**src/rtl/rmlb_pkg.sv**
```systemverilog
// shared constants and types for the row mirror line buffer
package rmlb_pkg;

    // row buffer sizing
    localparam int MAX_WIDTH   = 1024;
    localparam int POS_W       = $clog2(MAX_WIDTH);
    localparam int CNT_W       = $clog2(MAX_WIDTH + 1);
    localparam int BANK_ADDR_W = POS_W + 1;
    localparam int RAM_DEPTH   = 2 ** BANK_ADDR_W;

    // pixel and register widths
    localparam int PIXEL_W     = 24;
    localparam int ROW_WIDTH_W = 11;
    localparam int CMP_W       = (CNT_W > ROW_WIDTH_W) ? CNT_W : ROW_WIDTH_W;
    localparam logic [ROW_WIDTH_W-1:0] ROW_WIDTH_RESET = 11'd1024;

    // apb register map
    localparam int PADDR_W = 3;
    localparam int PDATA_W = 32;
    localparam logic [PADDR_W-1:0] ADDR_ROW_WIDTH = 3'd0;

    // result queue
    localparam int FIFO_DEPTH = 4;
    localparam int FIFO_PTR_W = $clog2(FIFO_DEPTH);
    localparam int FIFO_CNT_W = $clog2(FIFO_DEPTH + 1);

    // read request issued by the front with the ram read
    typedef struct packed {
        logic valid;
        logic last;
    } rd_req_t;

    // back side status seen by the front
    typedef struct packed {
        logic room;
    } back_status_t;

    // one mirrored pixel waiting for the output
    typedef struct packed {
        logic               last;
        logic [PIXEL_W-1:0] pixel;
    } pixel_beat_t;

endpackage

```
**src/rtl/rmlb_front.sv**
```systemverilog
// front part: accepts input beats, keeps the fill and pending state, drives the ram ports
module rmlb_front
    import rmlb_pkg::*;
(
    input  logic                   clk,
    input  logic                   rst_n,
    input  logic [ROW_WIDTH_W-1:0] row_width,
    input  logic                   s_axis_tvalid,
    output logic                   s_axis_tready,
    input  logic [PIXEL_W-1:0]     s_axis_tdata,
    input  logic                   s_axis_tuser,
    input  back_status_t           status,
    output logic                   ram_we,
    output logic [BANK_ADDR_W-1:0] ram_waddr,
    output logic [PIXEL_W-1:0]     ram_wdata,
    output logic                   ram_re,
    output logic [BANK_ADDR_W-1:0] ram_raddr,
    output rd_req_t                req
);

    logic [POS_W-1:0] fill_position_reg;
    logic [POS_W-1:0] fill_position_next;
    logic             fill_bank_reg;
    logic             fill_bank_next;
    logic [CNT_W-1:0] pending_count_reg;
    logic [CNT_W-1:0] pending_count_next;

    logic             accept;
    logic             emit;
    logic             store;
    logic [CNT_W-1:0] width_eff;
    logic [CNT_W-1:0] pending_dec;
    logic [CNT_W-1:0] pos_inc;
    logic             row_full;

    // zero acts as one, anything beyond the buffer acts as the buffer size
    always_comb
    begin
        priority if (row_width == '0)
        begin
            width_eff = CNT_W'(1);
        end
        else if (CMP_W'(row_width) > CMP_W'(MAX_WIDTH))
        begin
            width_eff = CNT_W'(MAX_WIDTH);
        end
        else
        begin
            width_eff = CNT_W'(CMP_W'(row_width));
        end
    end

    assign s_axis_tready = status.room;
    assign accept        = s_axis_tvalid && s_axis_tready;
    assign emit          = (pending_count_reg != '0);
    assign store         = !s_axis_tuser;
    assign pending_dec   = pending_count_reg - CNT_W'(1);
    assign pos_inc       = CNT_W'(fill_position_reg) + CNT_W'(1);
    assign row_full      = (pos_inc >= width_eff);

    // the emitted pixel comes from the completed bank, rightmost column first
    assign ram_re    = accept && emit;
    assign ram_raddr = {~fill_bank_reg, pending_dec[POS_W-1:0]};
    assign req.valid = ram_re;
    assign req.last  = (pending_count_reg == CNT_W'(1));

    assign ram_we    = accept && store;
    assign ram_waddr = {fill_bank_reg, fill_position_reg};
    assign ram_wdata = s_axis_tdata;

    always_comb
    begin
        fill_position_next = fill_position_reg;
        fill_bank_next     = fill_bank_reg;
        pending_count_next = pending_count_reg;
        if (accept)
        begin
            if (emit)
            begin
                pending_count_next = pending_dec;
            end
            if (store)
            begin
                if (row_full)
                begin
                    // swap banks, the whole completed row becomes pending
                    fill_bank_next     = ~fill_bank_reg;
                    fill_position_next = '0;
                    pending_count_next = width_eff;
                end
                else
                begin
                    fill_position_next = pos_inc[POS_W-1:0];
                end
            end
        end
    end

    always_ff @(posedge clk or negedge rst_n)
    begin
        if (!rst_n)
        begin
            fill_position_reg <= '0;
            fill_bank_reg     <= 1'b0;
            pending_count_reg <= '0;
        end
        else
        begin
            fill_position_reg <= fill_position_next;
            fill_bank_reg     <= fill_bank_next;
            pending_count_reg <= pending_count_next;
        end
    end

`ifndef SYNTHESIS
    // read and write of one beat always hit different banks
    assert property (@(posedge clk) disable iff (!rst_n)
        (ram_re && ram_we) |-> (ram_raddr[BANK_ADDR_W-1] != ram_waddr[BANK_ADDR_W-1]))
        else $error("read and write in the same bank");

    assert property (@(posedge clk) disable iff (!rst_n)
        pending_count_reg <= CNT_W'(MAX_WIDTH))
        else $error("pending count beyond buffer size");
`endif

endmodule

```
**config.mk**
```make
export PLATFORM = sky130hd
export DESIGN_NAME = rmlb_front
export DESIGN_NICKNAME = d
export VERILOG_FILES = /design/src/rtl/rmlb_pkg.sv /design/src/rtl/rmlb_front.sv
export SDC_FILE = /design/constraint.sdc
export NUM_CORES = 1
export LEC_CHECK = 0
export BUFFER_PORTS_ARGS = -buffer_cell sky130_fd_sc_hd__buf_2
export CAP_MARGIN = 0
export CORE_ASPECT_RATIO = 0.9
export CORE_MARGIN = 5
export CORE_UTILIZATION = 45
export CTS_CLUSTER_SIZE = 12
export DETAILED_ROUTE_END_ITERATION = 10
export GPL_TIMING_DRIVEN = 0
export PLACE_DENSITY = 0.78
export SKIP_CTS_REPAIR_TIMING = 1
export SLEW_MARGIN = 20
export SYNTH_ARGS = -nofsm -noshare
export SYNTH_HDL_FRONTEND = slang
export SYNTH_SLANG_ARGS = --single-unit
```
**constraint.sdc**
```tcl
create_clock -name clk -period 3.9 [get_ports clk]
set_clock_uncertainty 0.15 [all_clocks]
set_input_delay 0 -clock clk [delete_from_list [all_inputs] [get_ports clk]]
set_output_delay 0 -clock clk [all_outputs]
set_load 0.03 [all_outputs]
```
Yosys cells after proc, flatten, opt, wreduce, memory -nomap -nowiden

Index checks and enable logic that the tools add are counted.

Add/sub/neg operators: 2
Order comparisons: 2
Equality and inequality tests: 1
Multiplexer cells: 6
Bitwise operators: 2
Reductions and logical operators: 8

Operators by type and width:

| operator                | number |
|---|---|
| $mux W11                | 5 |
| $add A10 B1 Y11 const B | 1 |
| $eq A11 B1 Y1 const B   | 1 |
| $ge A11 B11 Y1          | 1 |
| $gt A11 B11 Y1 const B  | 1 |
| $logic_not A11 Y1       | 1 |
| $reduce_bool A11 Y1     | 1 |
| $sub A11 B1 Y11 const B | 1 |
| $mux W10                | 1 |
| $logic_and A1 B1 Y1     | 3 |
| $reduce_and A3 Y1       | 1 |
| $not A1 Y1              | 2 |
| $reduce_and A2 Y1       | 1 |
| $logic_not A1 Y1        | 1 |

Flip-flop bits (word level): 22

Logic depth before layout (Yosys ltp)

Depth in word-level cells: 6
Mapped depth: 13

Least setup slack after synthesis

No wires, ideal clock.

Kind: reg2reg
Start: register fill_position_reg[0]
End: register pending_count_reg[1]
Arrival: 2.923 ns
Data required time: 3.624 ns
Setup slack: 0.701 ns
Stages on the path, launching flop included: 14
Buffers on the path: 1
Period minus slack after synthesis: 3.199 ns
Cells stage by stage: dfrtp_1 > ha_1 > nand3_1 > nor2_1 > nand3_1 > xnor2_1 > ha_1 > nand4_1 > nor3_1 > a21oi_2 > a21oi_2 > buf_4 > nor2_1 > a221o_1

Cells in the longest elaborated chain, start to end: 4

Ends and longest elaborated chain:

| item                   | line              | source |
|---|---|---|
| from (decl)            | rmlb_front.sv:21  | `logic [POS_W-1:0] fill_position_reg;` |
| from (signal assigned) | rmlb_front.sv:109 | `fill_position_reg <= fill_position_next;` |
| $add A10 B1 Y11        | rmlb_front.sv:58  | `assign pos_inc = CNT_W'(fill_position_reg) + CNT_W'(1);` |
| $ge A11 B11 Y1         | rmlb_front.sv:59  | `assign row_full = (pos_inc >= width_eff);` |
| $mux W11               | rmlb_front.sv:84  | `if (row_full)` |
| $mux W11               | rmlb_front.sv:82  | `if (store)` |
| to (signal assigned)   | rmlb_front.sv:111 | `pending_count_reg <= pending_count_next;` |
| to (decl)              | rmlb_front.sv:25  | `logic [CNT_W-1:0] pending_count_reg;` |

Every way passes these cells.
A chain may end at the register's enable or synchronous reset.

Final worst setup path

Start: input row_width[4]
End: register pending_count_reg[2]

Cells in the longest elaborated chain, start to end: 6
Elaborated cells on any way between the ends: 7
Those cells by class: order compare: 2; mux: 4; reduce/logical: 1

Ends and longest elaborated chain:

| item           | line             | source |
|---|---|---|
| from (decl)    | rmlb_front.sv:7  | `input logic [ROW_WIDTH_W-1:0] row_width,` |
| $gt A11 B11 Y1 | rmlb_front.sv:43 | `else if (CMP_W'(row_width) > CMP_W'(MAX_WIDTH))` |
| $mux W11       | rmlb_front.sv:43 |  |
| $mux W11 *     | rmlb_front.sv:39 | `priority if (row_width == '0)` |
| $ge A11 B11 Y1 | rmlb_front.sv:59 |  |
| $mux W11 *     | rmlb_front.sv:84 |  |
| $mux W11 *     | rmlb_front.sv:82 |  |

Mark *: on every way between the ends. The rest lies on a longest branch, timed or not.

==> flow_summary.yaml <==
run_status:
  outcome: "finished clean"
logic_synthesis:
  synth-simple-area-share_pct: 26.0
  yosys.area_share.xor_xnor_pct: 7.88
  syn_area_sq_mm: 0.00189
  syn_area_per_cell_sq_um: 8.21
  synth_edf_count: 0
  synth-adder-area-share_pct: 9.27
  ys_seq_area_share_pct: 29.1
  async_reset_ff_share_pct: 100
  syn_nets: 284
  synth_top_family_by_area: "simple AND/OR/NAND/NOR gates"
  synthCells: 230
  synth_flop_cell: "dfrtp_1"
  synth-compound-area-share_pct: 12.2
  yosys_warnings: 0
  synth_cell_types: 41
  synth_seq_cells: 22
  muxShareOfSynthArea_pct: 1.13
setup_path:
  slowest_stage: "dlygate4sd3_1"
  worst_path_most_repeated_cell: "a21oi_2"
  slowest_delay_ns: 0.53
  rr_startpoint: "fill_position_reg[0]"
  worstPathCellList: "dlygate4sd3_1, buf_2, nor4_1, nand3_1, o21ai_0, nand2_1, ha_1, nand4_1, nor3_1, a21oi_2, a21oi_2, nor2_1, a311o_1"
  critPathLaunchType: "input port"
  cp_data_arrival_time_ns: 3.51
  worst-setup-path-type: "in2reg"
  rr_worst_depth: 12
  crit_required_ns: 3.90
  crit_fanout: 10
  endpoint_kind: "register"
  r2r_slack_ns: 0.54
  cp-startpoint: "row_width[4]"
  worst_r2r_endpoint: "pending_count_reg[2]"
floorplan:
  die_y_um: 71.5
  initial_core_util_pct: 46.4
  ios: 91
  die_area_sq_mm: 0.00560
  rows: 22
  fp.coreArea_sq_mm: 0.00407
  fp.dieW_um: 78.3
pwr:
  powerDensity_mw_per_mm2: 560
  p_leak_uw: 0.00129
  p_sw_uw: 653
  combPwrFrac_pct: 56.0
  internal_power_uw: 704
  finalPower_uw: 1360
  swShare_pct: 48.1
  ir_worst_vdd_mv: 0.289
  p_seq_share_pct: 28.0
  p_clk_share_pct: 16.0
cells_and_area:
  syn_to_final_growth_pct: 28.1
  diodes: 0
  drive_above_1_share_pct: 35.8
  final_cell_mix: "66 x buf_2, 46 x nand2_1, 28 x buf_4"
  fin_nets: 362
  n_fill_cell: 363
  layout_commonest_cell: "buf_2"
  largest_reg_flops: 11
routing:
  drt-initial-drc-count: 77
  drtPass1Iterations: 4
  drcViolationCount: 0
  drt-vias-per-instance: 5.26
  routed-via-count: 1869
  avgRoutedWirePerCell_um: 14.1
  totalWireLength_mm: 5.00
  final_antenna_net_count: 0
sta:
  fin_crit_sh_pct: 90.0
  setup_violations: 0
  max_freq_mhz: 285
  drv_slew: 0
  max_slew_margin_pct: 63.0
  finalCriticalPeriod_ns: 3.51
  fin_setup_tns_ns: 0
  rsz0062_at_grt: "no"
  tightest_slew_ns: 0.549
  finalHoldViolations: 0
clock_tree:
  cts_buffers: 3
  cts_sinks: 22
  cts_root_buffer: "clkbuf_8"
  clk_latency_ns: 0.27
  cts_tree: "yes"
  htree_levels: 1
  cts.reportedPaths.clkPinSlew_ns: 0.09
  ctsLongestPathBuffers: 2
min_path:
  holdPathStages: 4
  hp-class: "in2reg"
  min-delay-start: "row_width[3]"
  holdPathEnd: "pending_count_reg[3]"
global_route:
  grt_pass1_wl_mm: 8.06
  antenna_found_initial: 0
  grt_pass1_vias: 1792
  grt_max_degree: 23
  grtUsageTotal_pct: 17.8
  overflow: 0
flow_run:
  cap_violations: 0
placed_design:
  place_congestion: 0.862
  io_buffers: 66
  hpwl_mm: 3.97
## worst max path at each step
stage	slack, ns	to	depth (start not counted)
3_5_place_dp	0.58	pending_count_reg[2]	12
5_1_grt	0.16	pending_count_reg[2]	13
3_3_place_gp	0.61	pending_count_reg[1]	13
4_1_cts	0.55	pending_count_reg[2]	12
6_report	0.39	pending_count_reg[2]	13
2_1_floorplan	0.70	pending_count_reg[1]	13
## kinds of logic (layout without fill, tap and decap cells)
kind of cell,Yosys count,in the layout
AO/OA/AOI/OAI,34,34
XOR/XNOR,17,17
adder cells (fa/ha/maj),14,14
buffers and inverters,42,119
flip-flops,22,22
multiplexers,2,2
AND/OR/NAND/NOR,99,99
## power by group through the flow
stage / registers (uW) / logic [uW] / clock network (uW)
floorplan: 403 / 531 / 0
global placement: 379 / 735 / 0
detailed placement: 382 / 752 / 0
CTS: 378 / 757 / 225
global route: 392 / 825 / 230
finish: 380 / 759 / 218
## layer usage
layer | GRT usage (%) | vias up | part of all wire [%]
met5 | 0 | - | 0
met4 | 6.99 | 0 | 2.5
met3 | 5.03 | 14 | 9.3
met2 | 29.8 | 83 | 46
met1 | 21.7 | 852 | 42
li1 | - | 920 | -
## final cells by class
class / instances / area, sq um / area share [%]
Clock buffer: 3 / 41.3 / 1.71
Tap cell: 48 / 60.1 / 2.48
Multi-Input combinational cell: 166 / 1070 / 44.1
Timing Repair Buffer: 73 / 400 / 16.5
Buffer: 33 / 238 / 9.82
Inverter: 9 / 33.8 / 1.40
Sequential cell: 22 / 551 / 22.7
Clock inverter: 1 / 30.0 / 1.24
## worst max-delay path, delay by kind of cell
kind,cells,cell delay (ns)
adders and majority gates,1,0.32
buffers and inverters,2,0.68
and+or+nand+nor,6,1.06
AOI/OAI and AO/OA,4,1.45
## synthesized netlist by cell type (all sizes together), types with 3 or more instances
cell type | count | share of area (%)
a21oi | 10 | 3.2
nand4 | 7 | 2.3
nand3 | 10 | 3.3
nor2b | 3 | 0.99
dfrtp | 22 | 29
clkbuf | 4 | 0.86
nand2 | 46 | 9.1
o21ai | 12 | 3.2
nor2 | 9 | 1.8
xor2 | 7 | 3.2
nor3 | 8 | 2.1
ha | 14 | 9.3
nor4 | 4 | 2.1
nand2b | 6 | 2.0
buf | 29 | 12
inv | 8 | 1.6
xnor2 | 10 | 4.6
## metrics by stage
stage                     setup WS [ns]  hold WS [ns]  util (%)  instance area (sq um)  std cells
after CTS                         0.546        -0.443      57.7                   2350        348
after detailed placement          0.584        -0.146      56.0                   2280        344
after global routing              0.156        0.0258      59.4                   2420        355
after global placement            0.614        -0.150      56.0                   2280        344
after floorplan                   0.701        -0.446         -                   1890        230
final                             0.391       0.00577      59.4                   2420        355
Note: power is estimated with default switching activity, not from simulation.
