===== src/rtl/rmlb_pkg.sv =====
// shared constants and types for the row mirror line buffer
package rmlb_pkg;

    // row buffer sizing
    localparam int MAX_WIDTH   = 1024;
    localparam int POS_W       = $clog2(MAX_WIDTH);
    localparam int CNT_W       = $clog2(MAX_WIDTH + 1);
    localparam int BANK_ADDR_W = POS_W + 1;
    localparam int RAM_DEPTH   = 2 ** BANK_ADDR_W;

    // pixel and register widths
    localparam int PIXEL_W     = 24;
    localparam int ROW_WIDTH_W = 11;
    localparam int CMP_W       = (CNT_W > ROW_WIDTH_W) ? CNT_W : ROW_WIDTH_W;
    localparam logic [ROW_WIDTH_W-1:0] ROW_WIDTH_RESET = 11'd1024;

    // apb register map
    localparam int PADDR_W = 3;
    localparam int PDATA_W = 32;
    localparam logic [PADDR_W-1:0] ADDR_ROW_WIDTH = 3'd0;

    // result queue
    localparam int FIFO_DEPTH = 4;
    localparam int FIFO_PTR_W = $clog2(FIFO_DEPTH);
    localparam int FIFO_CNT_W = $clog2(FIFO_DEPTH + 1);

    // read request issued by the front with the ram read
    typedef struct packed {
        logic valid;
        logic last;
    } rd_req_t;

    // back side status seen by the front
    typedef struct packed {
        logic room;
    } back_status_t;

    // one mirrored pixel waiting for the output
    typedef struct packed {
        logic               last;
        logic [PIXEL_W-1:0] pixel;
    } pixel_beat_t;

endpackage


===== src/rtl/rmlb_fifo.sv =====
// small result queue between the ram read stage and the output
module rmlb_fifo
    import rmlb_pkg::*;
(
    input  logic                  clk,
    input  logic                  rst_n,
    input  logic                  push,
    input  pixel_beat_t           push_data,
    input  logic                  pop,
    output pixel_beat_t           head,
    output logic                  not_empty,
    output logic [FIFO_CNT_W-1:0] count
);

    pixel_beat_t             entry_reg [FIFO_DEPTH];
    logic [FIFO_PTR_W-1:0]   wr_ptr_reg;
    logic [FIFO_PTR_W-1:0]   wr_ptr_next;
    logic [FIFO_PTR_W-1:0]   rd_ptr_reg;
    logic [FIFO_PTR_W-1:0]   rd_ptr_next;
    logic [FIFO_CNT_W-1:0]   count_reg;
    logic [FIFO_CNT_W-1:0]   count_next;

    always_comb
    begin
        wr_ptr_next = wr_ptr_reg;
        rd_ptr_next = rd_ptr_reg;
        count_next  = count_reg;
        if (push)
        begin
            wr_ptr_next = (wr_ptr_reg == FIFO_PTR_W'(FIFO_DEPTH - 1)) ? '0
                                                                      : wr_ptr_reg + FIFO_PTR_W'(1);
        end
        if (pop)
        begin
            rd_ptr_next = (rd_ptr_reg == FIFO_PTR_W'(FIFO_DEPTH - 1)) ? '0
                                                                      : rd_ptr_reg + FIFO_PTR_W'(1);
        end
        if (push && !pop)
        begin
            count_next = count_reg + FIFO_CNT_W'(1);
        end
        else if (pop && !push)
        begin
            count_next = count_reg - FIFO_CNT_W'(1);
        end
    end

    always_ff @(posedge clk or negedge rst_n)
    begin
        if (!rst_n)
        begin
            wr_ptr_reg <= '0;
            rd_ptr_reg <= '0;
            count_reg  <= '0;
        end
        else
        begin
            wr_ptr_reg <= wr_ptr_next;
            rd_ptr_reg <= rd_ptr_next;
            count_reg  <= count_next;
        end
    end

    always_ff @(posedge clk)
    begin
        if (push)
        begin
            entry_reg[wr_ptr_reg] <= push_data;
        end
    end

    assign head      = entry_reg[rd_ptr_reg];
    assign not_empty = (count_reg != '0);
    assign count     = count_reg;

`ifndef SYNTHESIS
    // credit scheme in the back must keep a free slot for every push
    assert property (@(posedge clk) disable iff (!rst_n)
        push |-> (count_reg != FIFO_CNT_W'(FIFO_DEPTH)) || pop)
        else $error("result queue overflow");

    assert property (@(posedge clk) disable iff (!rst_n)
        pop |-> (count_reg != '0))
        else $error("result queue underflow");
`endif

endmodule


===== src/rtl/rmlb_back.sv =====
// back part: aligns ram read data with its tag, queues it and drives the output beat
module rmlb_back
    import rmlb_pkg::*;
(
    input  logic                clk,
    input  logic                rst_n,
    input  rd_req_t             req,
    input  logic [PIXEL_W-1:0]  ram_rdata,
    output back_status_t        status,
    output logic                m_axis_tvalid,
    input  logic                m_axis_tready,
    output logic [PIXEL_W-1:0]  m_axis_tdata,
    output logic                m_axis_tlast
);

    logic                  s1_valid_reg;
    logic                  s1_last_reg;
    pixel_beat_t           push_data;
    pixel_beat_t           head;
    logic                  not_empty;
    logic                  pop;
    logic [FIFO_CNT_W-1:0] fifo_count;
    logic [FIFO_CNT_W:0]   committed;

    // ram data is valid in the cycle after the read was issued
    always_ff @(posedge clk or negedge rst_n)
    begin
        if (!rst_n)
        begin
            s1_valid_reg <= 1'b0;
        end
        else
        begin
            s1_valid_reg <= req.valid;
        end
    end

    always_ff @(posedge clk)
    begin
        s1_last_reg <= req.last;
    end

    always_comb
    begin
        push_data.last  = s1_last_reg;
        push_data.pixel = ram_rdata;
    end

    assign pop = not_empty && m_axis_tready;

    rmlb_fifo u_fifo (
        .clk       (clk),
        .rst_n     (rst_n),
        .push      (s1_valid_reg),
        .push_data (push_data),
        .pop       (pop),
        .head      (head),
        .not_empty (not_empty),
        .count     (fifo_count)
    );

    // queued beats plus the one in the read stage must leave a slot free
    assign committed   = (FIFO_CNT_W + 1)'(fifo_count) + (FIFO_CNT_W + 1)'(s1_valid_reg);
    assign status.room = (committed < (FIFO_CNT_W + 1)'(FIFO_DEPTH));

    assign m_axis_tvalid = not_empty;
    assign m_axis_tdata  = head.pixel;
    assign m_axis_tlast  = head.last;

`ifndef SYNTHESIS
    assert property (@(posedge clk) disable iff (!rst_n)
        req.valid |=> s1_valid_reg)
        else $error("read request lost before the result queue");
`endif

endmodule


===== config.mk =====
export PLATFORM = sky130hd
export DESIGN_NAME = rmlb_back
export DESIGN_NICKNAME = d
export VERILOG_FILES = /design/src/rtl/rmlb_pkg.sv /design/src/rtl/rmlb_fifo.sv /design/src/rtl/rmlb_back.sv
export SDC_FILE = /design/constraint.sdc
export NUM_CORES = 1
export LEC_CHECK = 0
export ABC_AREA = 1
export ABC_CLOCK_PERIOD_IN_PS = 1600
export BUFFER_PORTS_ARGS = -buffer_cell sky130_fd_sc_hd__buf_2
export CORE_ASPECT_RATIO = 0.75
export CORE_MARGIN = 3
export CORE_UTILIZATION = 40
export DETAILED_ROUTE_END_ITERATION = 12
export GPL_TIMING_DRIVEN = 1
export SLEW_MARGIN = 20
export SYNTH_ARGS = -nofsm -noshare
export SYNTH_HDL_FRONTEND = slang
export SYNTH_HIERARCHICAL = 1
export SYNTH_SLANG_ARGS = --single-unit

===== constraint.sdc =====
create_clock -name clk -period 1.6 [get_ports clk]
set_clock_uncertainty 0.05 [all_clocks]
set_input_delay 0.16 -clock clk [delete_from_list [all_inputs] [get_ports clk]]
set_output_delay 0.16 -clock clk [all_outputs]
set_load 0.05 [all_outputs]

* Word level (Yosys, flattened, before mapping) *
Memories as Yosys holds them, arrays and structs flattened.
Cells that the tools add are included.
Widths: inputs -> output; s select.

operators by class
  $lt $le $gt $ge = 1
  shift operators = 0
  $mul = 0
  reductions and logical operators = 7
  mux-type cells = 6
  div/mod/pow operators = 0
  add/subtract/negate cells = 5
  equality and inequality tests = 2
  bitwise gates (word level) = 0

operators by type and width
  cell                 count
  $mux 3               2
  $add 2x1->2 const B  2
  $add 3x1->4          1
  $eq 2x2->1 const B   2
  $lt 4x3->1 const B   1
  $mux 2               2
  $add 3x1->3 const B  1
  $logic_and 1x1->1    3
  $reduce_bool 3->1    1
  $sub 3x1->3 const B  1
  $logic_not 1->1      2
  $mux 1               2
  $reduce_bool 2->1    1

storage, ports and cells
  flip-flop bits (word level) = 9
  bits of input ports = 29
  ROM bits = 0
  memories kept = 1
  latch bits = 0
  word-level logic and storage cells = 27
  RAM bits = 100

memory list
  name              depth  width  rd ports  clocked after Yosys merged registers in  write ports  line             RTL
  u_fifo.entry_reg  4      25     1         0                                        1            rmlb_fifo.sv:15  pixel_beat_t entry_reg [FIFO_DEPTH];

* Longest topological paths before layout *
  depth in word-level cells = 5
  gate-level depth with buffers = 13
  mapped depth without buffers = 13

* By module *
Netlist, hierarchy kept.

by module, submodules not included
  module     area each (µm²)  cells an instance  times used
  rmlb_fifo  4426.7           344                1
  rmlb_back  68.8             8                  1

* Worst setup path before layout *
OpenSTA, ideal clock, no wires.

  kind = register to register
  start point = register u_fifo.count_reg[0], in the netlist u_fifo/count[0]
  end point = register u_fifo.count_reg[2], in the netlist u_fifo/count[2]
  buffers on the path = 0
  slack = -0.492 ns
  stages on the path, launching flop included = 13
  clock period less this slack = 2.092 ns
  arrival time = 1.926 ns
  required time = 1.433 ns
  path through = dfrtp_1 > nor2_1 > nand2_1 > nand2_1 > inv_1 > inv_1 > ha_1 > inv_1 > fa_1 > nand2_1 > nand3_1 > nand2_1 > nand2_1

between the ends
  cells in the longest elaborated chain, start to end = 5

ends and longest elaborated chain
  what                                                line             RTL
  start, declared                                     rmlb_fifo.sv:20  logic [FIFO_CNT_W-1:0] count_reg;
  start signal, assigned                              rmlb_fifo.sv:60  count_reg <= count_next;
  $reduce_bool 3->1 *                                 rmlb_fifo.sv:73  assign not_empty = (count_reg != '0);
  net m_axis_tvalid                                   rmlb_back.sv:10  output logic m_axis_tvalid,
  $logic_and 1x1->1 *                                 rmlb_back.sv:49  assign pop = not_empty && m_axis_tready;
  net pop                                             rmlb_back.sv:21  logic pop;
  $logic_not 1->1                                     rmlb_fifo.sv:38  if (push && !pop)
  $logic_and 1x1->1                                   rmlb_fifo.sv:38
  $mux 3 / $reduce_bool 2->1 (equally long branches)  -

Mark *: on every way through the listed nets, which the timed path passes. The rest lies on a longest branch. The select of a mux whose other input is x is not followed.
A chain may end at the register's enable or synchronous reset.

* Final worst setup path *
  start point = register u_fifo.rd_ptr_reg[0]
  end point = output port m_axis_tdata[11]

between the ends
  cells in the longest elaborated chain, start to end = 1

ends and longest elaborated chain
  what                    line             RTL
  start, declared         rmlb_fifo.sv:18  logic [FIFO_PTR_W-1:0] rd_ptr_reg;
  start signal, assigned  rmlb_fifo.sv:59  rd_ptr_reg <= rd_ptr_next;
  $mem_v2 4x25            -
  end, declared           rmlb_back.sv:12  output logic [PIXEL_W-1:0] m_axis_tdata,

No other way between the ends.

==> run_results.csv <==
group,metric,value,unit
status,status,"finished, violations left",
status,violations,"negative setup slack",
job,drv_cap,0,
pwr,p_sw_share,41.1,%
cells_and_area,final_cell_mix,"edfxtp_1, nand2_1, inv_1",
floorplanning,initial_core_util,42.4,%
detailed_routing,ant_nets,0,
global_routing,grt_max_degree,37,
setup_path,reg2regPathDepth,12,
pwr,ir_drop,1.32,mV
timing,setup-violations-final,27,
cells_and_area,area_growth,32.2,%
clock_tree,clock_latency,0.34,ns
setup_path,path_buf_inv,4,
cells_and_area,layout_commonest_cell,"edfxtp_1",
synth,syn_avg_cell_area,12.8,um2
cells_and_area,regArea,0.00322,mm2
place,numPortBuffers,55,
pwr,pwr-share-comb,51.3,%
pwr,p_per_area,1990,mW/mm2
global_routing,grtUsageTotal,14.8,%
synth,netlist_area,0.00450,mm2
global_routing,grt_pass1_vias,2768,
global_routing,antenna_found_initial,0,
setup_path,crit_fanout,5,
clock_tree,numCtsBuffers,9,
synth,syn_inst,352,
place,hpwl,5220,um
synth,synth_nets,388,
synth,ys_warn_count,6,
timing,max_slew_margin,83.4,%
min_path,worstHoldStart,"ram_rdata[10]",
setup_path,slowest_delay,0.41,ns
cells_and_area,fin_nets,496,
synth,ys_seq_area_share,71.7,%
setup_path,worst_ep_arrival_time,1.59,ns
timing,finalCriticalPeriod,1.80,ns
clock_tree,ctsHtreeMaxLevel,3,
setup_path,cp_top_family,"buffers and inverters",
floorplanning,io_pins,56,
cells_and_area,largest_reg_flops,100,
setup_path,required,1.39,ns
clock_tree,cts.path.max_buffers,2,
timing,final_hold_viol_count,0,
pwr,pwr-share-clk,16.5,%
setup_path,endpoint_kind,"output port",
clock_tree,clk_pin_slew,0.07,ns
timing,tightest_slew,0.251,ns
detailed_routing,drc,0,
pwr,power.total,11.9,mW
clock_tree,clock-sinks,109,
floorplanning,fp-row-count,32,
cells_and_area,stdcell_area,0.00594,mm2
detailed_routing,drt_iter0_markers,154,
detailed_routing,num_vias,2846,
cells_and_area,drive_gt1_share,26.5,%
timing,post-route-period-util,112,%
setup_path,cp_cell_sequence,"inv_4 -> buf_4 -> buf_6 -> nand2_1 -> o211ai_1 -> nand2_1 -> buf_6",
place,placed_cell_area,0.00508,mm2
detailed_routing,routed_via_density,4.74,
floorplanning,die-height,97.8,um
cells_and_area,multi_input_area,941,um2
pwr,seqPwrFrac,32.2,%
timing,rsz0062_at_grt,"yes",
synth,synth_seq_cells,109,
cells_and_area,diodes,0,
pwr,p_sw,4.87,mW
place,dp.cells,550,
min_path,hold_end,"u_fifo/entry_reg[2][10]$_DFFE_PP_",
place,gp_congestion,0.716,
clock_tree,clockRootBuffer,"clkbuf_16",
timing,setup_slack,-0.199,ns
floorplanning,coreArea,0.0106,mm2
floorplanning,die_x,128,um
setup_path,path_class,"reg -> out",
setup_path,rr_startpoint,"u_fifo/count[1]$_DFFE_PN0P_",
min_path,hold_depth,1,
global_routing,grt_pass1_wl,14300,um
clock_tree,cts_tree,"built",
pwr,p_leak,2.50,nW
setup_path,reg2reg_setup_slack,-0.10,ns
detailed_routing,wl_per_cell,14.5,um
floorplanning,dieArea,0.0126,mm2
cells_and_area,final_cell_count_no_fill,601,
cells_and_area,fill_cells,874,
place,dp_slack,-0.112,ns
detailed_routing,drt-pass1-iter-count,4,
synth,ys_types,18,
min_path,holdCritPathClass,"in -> reg",
timing,fmax,556,MHz
global_routing,grt-ovfl-total,0,
pwr,p_int,6.98,mW
timing,slew_viol_final,0,
setup_path,crit_path_top_delay_cell,"dfrtp_1",
setup_path,critPathLaunchType,"flop",
detailed_routing,finalWirelength,8740,um
setup_path,r2r-end,"u_fifo/count[2]$_DFFE_PN0P_",
-- power groups by stage --
stage	logic [mW]	registers, mW	clock network, mW
after floorplan	3.70	3.86	0
after global placement	4.92	3.85	0
after detailed placement	4.97	3.87	0
after CTS	5.95	3.82	2.01
after global routing	6.55	3.86	2.11
final	6.09	3.82	1.95
-- layout make-up --
type | count | area share, %
Sequential cell | 109 | 54.2
Timing Repair Buffer | 113 | 18.4
Multi-Input combinational cell | 161 | 15.8
Inverter | 66 | 4.29
Clock buffer | 10 | 3.85
Tap cell | 136 | 2.86
Clock inverter | 6 | 0.505
-- worst max path at each step --
stage,startpoint,endpoint,slack [ns],cells after the start
global placement,u_fifo/count[1]$_DFFE_PN0P_,u_fifo/count[2]$_DFFE_PN0P_,-0.05,12
CTS,u_fifo/rd_ptr_reg[0]$_DFFE_PN0P_,m_axis_tdata[0],-0.20,6
finish,u_fifo/rd_ptr_reg[0]$_DFFE_PN0P_,m_axis_tdata[11],-0.20,7
global route,u_fifo/rd_ptr_reg[0]$_DFFE_PN0P_,m_axis_tdata[0],-0.29,6
detailed placement,u_fifo/count[1]$_DFFE_PN0P_,u_fifo/count[2]$_DFFE_PN0P_,-0.11,12
floorplan,u_fifo/count[0]$_DFFE_PN0P_,u_fifo/count[2]$_DFFE_PN0P_,-0.18,12
-- what timing repair did --
| action | 4_1_cts | 5_1_grt |
|---|---|---|
| endpoints found under the hold margin | 102 | 0 |
| gates resized for setup | 55 | 16 |
| pin swaps | 7 | 7 |
| hold buffers | 26 | 0 |
| setup endpoints to repair | 28 | 27 |
| setup buffers | 2 | 4 |
| cloned | 2 | 1 |
-- Yosys cell counts --
cell,instances,area (um2)
inv_1,64,240
nand3_1,2,10.0
buf_6,10,113
edfxtp_1,100,3000
ha_1,6,75.1
buf_4,3,22.5
fa_1,1,20.0
clkbuf_1,1,3.75
inv_2,2,7.51
dfrtp_1,8,200
nand2_1,93,349
nor2_1,3,11.3
dfxtp_1,1,20.0
o211ai_1,50,375
o21ai_0,4,20.0
nand4_1,1,6.26
buf_2,2,10.0
xnor2_1,1,8.76
-- cell families after synthesis --
| family | count (synthesis) | share of synthesized area [%] |
|---|---|---|
| xor gates and xnor gates | 1 | 0.195 |
| AOI/OAI and AO/OA | 54 | 8.79 |
| and+or+nand+nor | 99 | 8.38 |
| DFF | 109 | 71.7 |
| adders and majority gates | 7 | 2.12 |
| buffers and inverters | 82 | 8.82 |
-- layer usage --
layer  share of wire [%]  vias up  global-route usage (%)
li1                    -     1416                       -
met1                  45     1350                    19.2
met2                  48       65                    23.8
met3                 4.7       15                    4.05
met4                 1.6        0                    5.14
met5                   0        -                       0
-- through the flow --
step / hold WS, ns / TNS (ns) / util (%)
global placement: -0.0306 / -0.0511 / 47.9
finish: 0.00761 / -3.35 / 56.0
detailed placement: -0.0265 / -0.167 / 47.9
CTS: 0.00107 / -3.59 / 55.1
global route: 0.00740 / -5.98 / 56.0
floorplan: -0.186 / -0.333 / -
Power figures use the tool's default switching activity.
